## config.mk

```make
export PLATFORM = sky130hd
export DESIGN_NAME = ordered_list_insert_delete
export DESIGN_NICKNAME = d
export VERILOG_FILES = /design/src/design/oli_pkg.sv /design/src/design/ordered_list_insert_delete.sv
export SDC_FILE = /design/constraint.sdc
export NUM_CORES = 1
export LEC_CHECK = 0
export ABC_CLOCK_PERIOD_IN_PS = 9450
export BUFFER_PORTS_ARGS = -buffer_cell sky130_fd_sc_hd__buf_4
export CORE_ASPECT_RATIO = 1.5
export CORE_MARGIN = 4
export CORE_UTILIZATION = 65
export CTS_CLUSTER_DIAMETER = 40
export DETAILED_ROUTE_END_ITERATION = 6
export PLACE_DENSITY = 0.82
export SLEW_MARGIN = 5
export SYNTH_ARGS = -nofsm -noshare
export SYNTH_HDL_FRONTEND = slang
export SYNTH_SLANG_ARGS = --single-unit
```

## constraint.sdc

```tcl
create_clock -name clk -period 9.45 [get_ports clk]
set_clock_uncertainty 0.05 [all_clocks]
set_input_delay 0.4725 -clock clk [delete_from_list [all_inputs] [get_ports clk]]
set_output_delay 0.4725 -clock clk [all_outputs]
set_load 0.005 [all_outputs]
```

## src/design/oli_pkg.sv

```systemverilog
// Shared constants and result codes for the ordered list insert/delete engine.
// No dependencies; the top level and its checker use it by scoped names.
`default_nettype none

package oli_pkg;

  localparam int CAPACITY   = 32;
  localparam int VALUE_BITS = 32;

  // field widths fixed by the interface
  localparam int IN_VALUE_W = 32;
  localparam int POS_W      = 6;
  localparam int STATUS_W   = 3;
  localparam int COUNT_W    = 6;

  // internal widths
  localparam int IDX_W = (CAPACITY > 1) ? $clog2(CAPACITY) : 1;
  localparam int LEN_W = $clog2(CAPACITY + 1);
  localparam int CMP_W = ((LEN_W + 1) > POS_W) ? (LEN_W + 1) : POS_W;

  typedef enum logic [STATUS_W-1:0] {
    ST_OK      = 3'd0,
    ST_BADPOS  = 3'd1,
    ST_EMPTY   = 3'd2,
    ST_MISSING = 3'd3,
    ST_FULL    = 3'd4
  } status_t;

  typedef enum logic [0:0] {
    CMD_INSERT = 1'b0,
    CMD_DELETE = 1'b1
  } command_t;

endpackage

`default_nettype wire

```

## src/design/ordered_list_insert_delete.sv

```systemverilog
// Ordered list engine: insert at a 1-based position, delete first match.
// Holds the list in a simple dual-port memory walked by a small sequencer.
// Depends on oli_pkg.
//
//  channel | signals                                   | direction
//  --------+-------------------------------------------+----------
//  in      | in_valid, in_ready, command, value,       | to block
//          | position                                  |
//  out     | out_valid, out_ready, status, element_count,
//          | hit_position                              | from block
//
// From the accepting edge to out_valid: an insert shifts the entries from the
// tail down to its position, then writes (an append writes at once); a delete
// walks the whole list whether it hits or misses; a rejected item finishes at
// once. The memory serves one read and one write per cycle.
// rst is synchronous and empties the list; the memory itself is not cleared.
// in_ready is high only while the sequencer is idle; a result waiting on
// out_ready holds the sequencer at its last step, not the idle state.
`default_nettype none

module ordered_list_insert_delete (
  input  wire  logic                           clk,
  input  wire  logic                           rst,
  input  wire  logic                           in_valid,
  output logic                                 in_ready,
  input  wire  logic [0:0]                     command,
  input  wire  logic signed [oli_pkg::IN_VALUE_W-1:0] value,
  input  wire  logic [oli_pkg::POS_W-1:0]      position,
  output logic                                 out_valid,
  input  wire  logic                           out_ready,
  output logic [oli_pkg::STATUS_W-1:0]         status,
  output logic [oli_pkg::COUNT_W-1:0]          element_count,
  output logic [oli_pkg::POS_W-1:0]            hit_position
);

  localparam int IDX_W = oli_pkg::IDX_W;
  localparam int LEN_W = oli_pkg::LEN_W;
  localparam int CMP_W = oli_pkg::CMP_W;
  localparam int VB    = oli_pkg::VALUE_BITS;

  typedef enum logic [6:0] {
    S_IDLE      = 7'b0000001,
    S_INS_SHIFT = 7'b0000010,
    S_INS_TAIL  = 7'b0000100,
    S_INS_WRITE = 7'b0001000,
    S_DEL_SCAN  = 7'b0010000,
    S_DEL_SHIFT = 7'b0100000,
    S_FINISH    = 7'b1000000
  } state_t;

  state_t              state;
  logic [LEN_W-1:0]    len;
  logic [VB-1:0]       key;
  logic [IDX_W-1:0]    ins_addr;
  logic [IDX_W-1:0]    idx;
  logic [IDX_W-1:0]    wa;
  logic [IDX_W-1:0]    cmp_addr;
  logic                pv;
  oli_pkg::status_t    res_status;
  logic [oli_pkg::POS_W-1:0] res_hit;

  // list memory
  logic [VB-1:0]       mem [oli_pkg::CAPACITY];
  logic [VB-1:0]       rdata;
  logic                mem_we;
  logic [IDX_W-1:0]    mem_wa;
  logic [VB-1:0]       mem_wd;
  logic [IDX_W-1:0]    mem_ra;

  logic                in_fire;
  logic                out_free;
  logic [CMP_W-1:0]    pos_ext;
  logic [CMP_W-1:0]    len_plus1;
  logic [LEN_W-1:0]    len_m1;
  logic [LEN_W-1:0]    len_m2;
  logic                match;
  logic [VB-1:0]       value_key;

  assign in_ready  = (state == S_IDLE);
  assign in_fire   = in_valid && in_ready;
  assign out_free  = !out_valid || out_ready;
  assign pos_ext   = CMP_W'(position);
  assign len_plus1 = CMP_W'(len) + CMP_W'(1);
  assign len_m1    = len - LEN_W'(1);
  assign len_m2    = len - LEN_W'(2);
  assign match     = pv && (rdata == key);
  assign value_key = VB'(value);

  always_comb begin
    mem_we = 1'b0;
    mem_wa = wa;
    mem_wd = rdata;
    mem_ra = idx;
    case (state)
      S_INS_SHIFT: mem_we = pv;
      S_INS_TAIL:  mem_we = 1'b1;
      S_INS_WRITE: begin
        mem_we = 1'b1;
        mem_wa = ins_addr;
        mem_wd = key;
      end
      S_DEL_SHIFT: begin
        mem_we = 1'b1;
        mem_ra = wa + IDX_W'(2);
      end
      default: mem_we = 1'b0;
    endcase
  end

  always_ff @(posedge clk) begin
    if (mem_we) begin
      mem[mem_wa] <= mem_wd;
    end
    rdata <= mem[mem_ra];
  end

  always_ff @(posedge clk) begin
    if (rst) begin
      state     <= S_IDLE;
      len       <= '0;
      out_valid <= 1'b0;
      pv        <= 1'b0;
    end else begin
      // the finish step reloads the result register itself
      if (out_valid && out_ready && state != S_FINISH) begin
        out_valid <= 1'b0;
      end
      case (state)
        S_IDLE: begin
          if (in_fire) begin
            key      <= value_key;
            ins_addr <= IDX_W'(position - oli_pkg::POS_W'(1));
            pv       <= 1'b0;
            res_hit  <= '0;
            if (command == oli_pkg::CMD_INSERT) begin
              if (position == '0 || pos_ext > len_plus1) begin
                res_status <= oli_pkg::ST_BADPOS;
                state      <= S_FINISH;
              end else if (len == LEN_W'(oli_pkg::CAPACITY)) begin
                res_status <= oli_pkg::ST_FULL;
                state      <= S_FINISH;
              end else if (pos_ext == len_plus1) begin
                // append: nothing to move
                state <= S_INS_WRITE;
              end else begin
                idx   <= IDX_W'(len_m1);
                state <= S_INS_SHIFT;
              end
            end else begin
              if (len == '0) begin
                res_status <= oli_pkg::ST_EMPTY;
                state      <= S_FINISH;
              end else begin
                idx   <= '0;
                state <= S_DEL_SCAN;
              end
            end
          end
        end
        S_INS_SHIFT: begin
          // read idx, write previous read one slot back
          pv <= 1'b1;
          wa <= idx + IDX_W'(1);
          if (idx == ins_addr) begin
            state <= S_INS_TAIL;
          end else begin
            idx <= idx - IDX_W'(1);
          end
        end
        S_INS_TAIL: begin
          state <= S_INS_WRITE;
        end
        S_INS_WRITE: begin
          len        <= len + LEN_W'(1);
          res_status <= oli_pkg::ST_OK;
          res_hit    <= oli_pkg::POS_W'(ins_addr) + oli_pkg::POS_W'(1);
          state      <= S_FINISH;
        end
        S_DEL_SCAN: begin
          if (match) begin
            res_status <= oli_pkg::ST_OK;
            res_hit    <= oli_pkg::POS_W'(cmp_addr) + oli_pkg::POS_W'(1);
            wa         <= cmp_addr;
            if (LEN_W'(cmp_addr) == len_m1) begin
              len   <= len_m1;
              state <= S_FINISH;
            end else begin
              state <= S_DEL_SHIFT;
            end
          end else if (pv && LEN_W'(cmp_addr) == len_m1) begin
            res_status <= oli_pkg::ST_MISSING;
            state      <= S_FINISH;
          end else begin
            pv       <= 1'b1;
            cmp_addr <= idx;
            idx      <= idx + IDX_W'(1);
          end
        end
        S_DEL_SHIFT: begin
          // close the gap: entry wa+1 moves to wa
          wa <= wa + IDX_W'(1);
          if (LEN_W'(wa) == len_m2) begin
            len   <= len_m1;
            state <= S_FINISH;
          end
        end
        S_FINISH: begin
          if (out_free) begin
            out_valid     <= 1'b1;
            status        <= res_status;
            element_count <= oli_pkg::COUNT_W'(len);
            hit_position  <= res_hit;
            state         <= S_IDLE;
          end
        end
        default: state <= S_IDLE;
      endcase
    end
  end

endmodule

`default_nettype wire

```

# Word level (Yosys, flattened, before mapping)
# Memories as Yosys holds them, arrays and structs flattened. A register that Yosys moved wholly into a read port is not among the register bits.
# Cells that the tools add are included.
[op_classes] n_reduce_logical=25 mux=53 n_bitwise=3 eq_ne=30 addsub=11 order_cmp=1
[op_table] cell="7-bit 2-to-1 mux" count=11
[op_table] cell="5-bit 2-to-1 mux" count=12
[op_table] cell="7-bit case mux with 7 select lines" count=1
[op_table] cell="6-bit case mux with 3 select lines" count=2
[op_table] cell="32-bit == test" count=1
[op_table] cell="32-bit 2-to-1 mux" count=1
[op_table] cell="6-bit 2-to-1 mux" count=5
[op_table] cell="5-bit case mux with 3 select lines" count=2
[op_table] cell="3-bit 2-to-1 mux" count=7
[op_table] cell="2-bit != test (second input constant)" count=8
[op_table] cell="4-bit AND reduction" count=4
[op_table] cell="3-bit != test (second input constant)" count=5
[op_table] cell="5-bit by 1-bit adder with 6-bit output (second input constant)" count=2
[op_table] cell="5-bit by 6-bit == test with 1-bit output" count=2
[op_table] cell="6-bit logical NOT" count=2
[op_table] cell="3-bit nonzero test" count=4
[op_table] cell="5-bit by 1-bit adder with 5-bit output (second input constant)" count=2
[op_table] cell="10-bit AND reduction" count=1
[op_table] cell="5-bit by 1-bit subtractor with 5-bit output (second input constant)" count=2
[op_table] cell="3-bit case mux with 3 select lines" count=1
[op_table] cell="3-bit AND reduction" count=3
[op_table] cell="1-bit 2-to-1 mux" count=8
[op_table] cell="6-bit by 1-bit adder with 7-bit output (second input constant)" count=1
[op_table] cell="6-bit by 7-bit == test with 1-bit output" count=1
[op_table] cell="28 further kinds" count=35
[word_totals] wordCells=138 register_bits=91 ramBits=1024 memories=1 out_inout_bits=17 input_bits=43
[mem_list] memory="mem" depth=32 word_bits=32 read_ports=1 rd_clocked_by_memory_dff=1 write_ports=1 line="ordered_list_insert_delete.sv:63" source="logic [VB-1:0] mem [oli_pkg::CAPACITY];"

# Longest topological paths before layout
[logic_depth] ltp_word=8 ltp_mapped=12 depth_no_buf=11

# Worst setup path before layout
# OpenSTA, ideal clock, no wires.
[synth_timing] path_kind="flip-flop to flip-flop" start="reg state[6]" end="mem mem[17][0] (netlist name) (enable)" period_less_slack_ns=3.688 setup_ns=0.421 arrival_ns=3.217 n_path_buf=2 required_time_ns=8.979 path_stages_with_launch=8 setup_slack_ns=5.762 path_cell_list="dfxtp_1 -> nor4_1 -> nand3_1 -> clkbuf_1 -> clkbuf_1 -> nor3b_1 -> o21ai_1 -> nor2_1"
[synth_between] elab_chain_len=5 word_cells_on_any_way=9
[synth_lines] element="start, declared" line="ordered_list_insert_delete.sv:51" source="state_t state;"
[synth_lines] element="start signal, assigned" line="ordered_list_insert_delete.sv:119" source="state <= S_IDLE;"
[synth_lines] element="start signal, assigned" line="ordered_list_insert_delete.sv:138" source="state <= S_FINISH;"
[synth_lines] element="start signal, assigned" line="ordered_list_insert_delete.sv:141" source="state <= S_FINISH;"
[synth_lines] element="7-bit by 6-bit == test with 1-bit output (tied with other cells)" line="ordered_list_insert_delete.sv:94" source="case (state)"
[synth_lines] element="3-bit OR reduction (no source line)"
[synth_lines] element="1-bit case mux with 2 select lines" line="ordered_list_insert_delete.sv:94"
[synth_lines] element="1-bit 2-to-1 mux" line="ordered_list_insert_delete.sv:111" source="if (mem_we) begin"
[synth_lines] element="1-bit 2-to-1 mux (implied by the code)" line="ordered_list_insert_delete.sv:112" source="mem[mem_wa] <= mem_wd;"
[synth_lines] element="end, declared" line="ordered_list_insert_delete.sv:63"
# Several ways; a longest one is shown, not always the timed one.

# Worst setup path in the final report
[layout_timing] start="reg state[6]" end="mem mem[16][16] (netlist name) (enable)"
# Same word-level chain as after synthesis.

==> results.json <==
{
  "clock-sinks": 1147,
  "core_um2": 69200,
  "path_class": "reg2reg",
  "grt_setup_unrepaired": "no",
  "clk_pin_slew_ns": 0.07,
  "r2r_end": "mem[16][16]",
  "final.period_utilization_pct": 51.0,
  "synth-async-reset-ratio_pct": 0,
  "grt_max_degree": 193,
  "status": "finished, final reports clean",
  "synthTopCellsByCount": "edfxtp_1 (1100), nand2_1 (910), nand3_1 (280)",
  "clock_latency_ns": 0.69,
  "cts_made_buffers": 100,
  "synthCells": 3314,
  "final_area_um2": 50800,
  "syn_area_um2": 45600,
  "synth.top_cell.area_share_pct": 72.5,
  "vias": 29653,
  "ctsResizeCount": 0,
  "cts_max_path_buffers": 3,
  "core.rowCount": 118,
  "routed_wl_um": 125000,
  "dp_hpwl_um": 68600,
  "die_h_um": 332,
  "dieArea_um2": 74500,
  "ioPinCount": 60,
  "cts_tree": "done",
  "ys_top_cells_by_area": "edfxtp_1 (73%), nand2_1 (7.5%), nand3_1 (3.1%)",
  "finalPower_mw": 11.3,
  "synth-edff-count": 1100,
  "ys_types": 74,
  "max_freq_ghz": 0.208,
  "arrival_ns": 5.09,
  "powerDensity_nw_per_um2": 223,
  "antenna_found_initial": 0,
  "grt_pass1_vias": 29480,
  "required_ns": 9.72,
  "fin_setup_tns_ns": 0,
  "drt-pass1-iter-count": 6,
  "gp_congestion": 0.946,
  "nets": 3418,
  "initial_utilization_pct": 65.8,
  "yosysMostFrequentCell": "edfxtp_1",
  "antenna_cells": 0,
  "die_w_um": 224,
  "fillers": 3886,
  "ys_warn_count": 0,
  "drc": 0,
  "synth_ff_type": "edfxtp_1",
  "syn_avg_cell_area_um2": 13.7,
  "relSlewSlack_pct": 5.42,
  "r2r_cells": 7,
  "place_area_um2": 47000,
  "via_per_inst": 6.83,
  "worstSetupEndpointType": "flip-flop",
  "max_cap_viol_count": 0,
  "wl_per_cell_um": 28.7,
  "min_path_type": "in2reg",
  "setup_violations": 0,
  "grt-ovfl-total": 0,
  "yosysSeqAreaShare_pct": 74.6,
  "post-route-min-period_ns": 4.82,
  "drv_slew": 0,
  "leakage_nw": 16.9,
  "cts_root_buf": "clkbuf_16",
  "ir_drop_v": 0.000172,
  "layout-drive-gt1-share_pct": 9.79,
  "grtUsageTotal_pct": 32.8,
  "r2r_slack_ns": 4.63,
  "synth-seq-cells": 1147,
  "setup.worst_path.start": "state[6]",
  "finalHoldViolCount": 0,
  "drt_iter0_drc": 4322,
  "critPathLaunchType": "flip-flop",
  "tightestPinTransition_ns": 1.42,
  "area_delta_synth_final_pct": 11.5,
  "ant_nets": 0,
  "port_buffers": 59,
  "r2r_start": "state[6]",
  "grt_pass1_wl_um": 182000,
  "cp_max_fo": 43,
  "htreeDepth": 3,
  "synth_top_area_cell": "edfxtp_1",
  "synth_nets": 3376,
  "endpoint": "mem[16][16]"
}
what timing repair did:
item,4_1_cts,5_1_grt
setup buffers,0,0
setup endpoints to repair,0,0
endpoints found under the hold margin,32,0
hold buffers,32,0
power breakdown:
part	leakage, nW	switching, mW	total, mW	internal, mW
Sequential	10.2	0.0758	6.01	5.93
Combinational	4.99	0.840	1.09	0.253
Clock	1.65	1.86	4.24	2.38
Total	16.9	2.78	11.3	8.57
registers in the layout, indices dropped and copies added (netlist names), 5 cells and up:
name,count
hit_position,6
wa,5
cmp_addr,5
element_count,6
rdata,32
res_hit,6
state,7
mem,1024
ins_addr,5
len,6
key,32
idx,5
cell usage in the layout (no fill, tap or decap), drive strengths merged, types with 4 or more instances in the layout:
cell type,netlist,routed
and2,5,5
nor2,65,65
nand4,8,8
or3,6,6
a21o,5,5
dlygate4sd3,0,32
buf,69,107
a31oi,134,134
a22oi,4,4
nand2b,7,7
dfxtp,47,47
nand2,910,910
clkinvlp,0,11
o21ai,22,22
or2,4,4
nor3,14,14
nor3b,6,6
edfxtp,1100,1100
nor4,40,40
bufinv,0,12
o22ai,5,5
clkinv,0,34
a32oi,128,128
nand3,280,280
o31ai,11,11
inv,16,27
clkbuf,130,121
and3,8,8
ha,19,19
mux2i,131,131
xnor2,44,44
xor2,26,26
a21oi,22,22
per-stage QoR:
step                setup WS [ns]  std cells  util (%)  hold slack [ns]
finish                       4.63       4343      73.3           0.0789
detailed placement           4.77       4122      67.9            0.355
floorplan                    5.76       3314         -            0.350
global route                 4.46       4343      73.3           0.0759
global placement             4.90       4122      67.9            0.355
CTS                          4.76       4343      73.3           0.0667
worst max-delay path, cell delays in order (launching register included):
cell	delay [ns]
dfxtp_1	0.35
nor4_1	0.65
and3_2	1.07
nor2_1	0.16
nand2_1	0.27
nand2_1	0.51
nor2_4	0.87
buf_4	0.52
metal layers:
layer,vias to the layer above,wire length (um),track usage [%]
met5,-,0,0
li1,12453,-,-
met2,2259,62500,54.6
met3,498,13300,6.38
met1,14443,39600,39.3
met4,0,9210,20.8
layout make-up:
| cell class | count | area, um2 | share of cell area, % |
|---|---|---|---|
| Clock buffer | 121 | 2680 | 5.29 |
| Multi-Input combinational cell | 1952 | 11000 | 21.7 |
| Timing Repair Buffer | 139 | 1150 | 2.26 |
| Clock inverter | 68 | 747 | 1.47 |
| Tap cell | 900 | 1130 | 2.22 |
| Sequential cell | 1147 | 34000 | 66.9 |
| Inverter | 16 | 60.1 | 0.118 |
cells by family (layout without fill, tap and decap cells):
| kind of cell | count (synthesis) | in the layout | share of synthesized area (%) |
|---|---|---|---|
| muxes | 132 | 132 | 2.90 |
| buffers and inverters | 215 | 344 | 2.02 |
| and+or+nand+nor | 1368 | 1368 | 12.8 |
| AOI/OAI and AO/OA | 363 | 363 | 5.87 |
| DFF | 1147 | 1147 | 74.6 |
| xor gates and xnor gates | 70 | 70 | 1.35 |
| adders and majority gates | 19 | 19 | 0.522 |
worst min-delay path by stage:
stage                 from  cells past startpoint  slack (ns)               to
6_report       position[0]                      2        0.08      ins_addr[0]
4_1_cts        position[0]                      2        0.07      ins_addr[0]
3_5_place_dp    res_hit[0]                      0        0.35  hit_position[0]
2_1_floorplan   res_hit[0]                      0        0.35  hit_position[0]
3_3_place_gp    res_hit[5]                      0        0.36  hit_position[5]
5_1_grt        position[3]                      2        0.08      ins_addr[3]
Note: power is estimated with default switching activity, not from simulation.
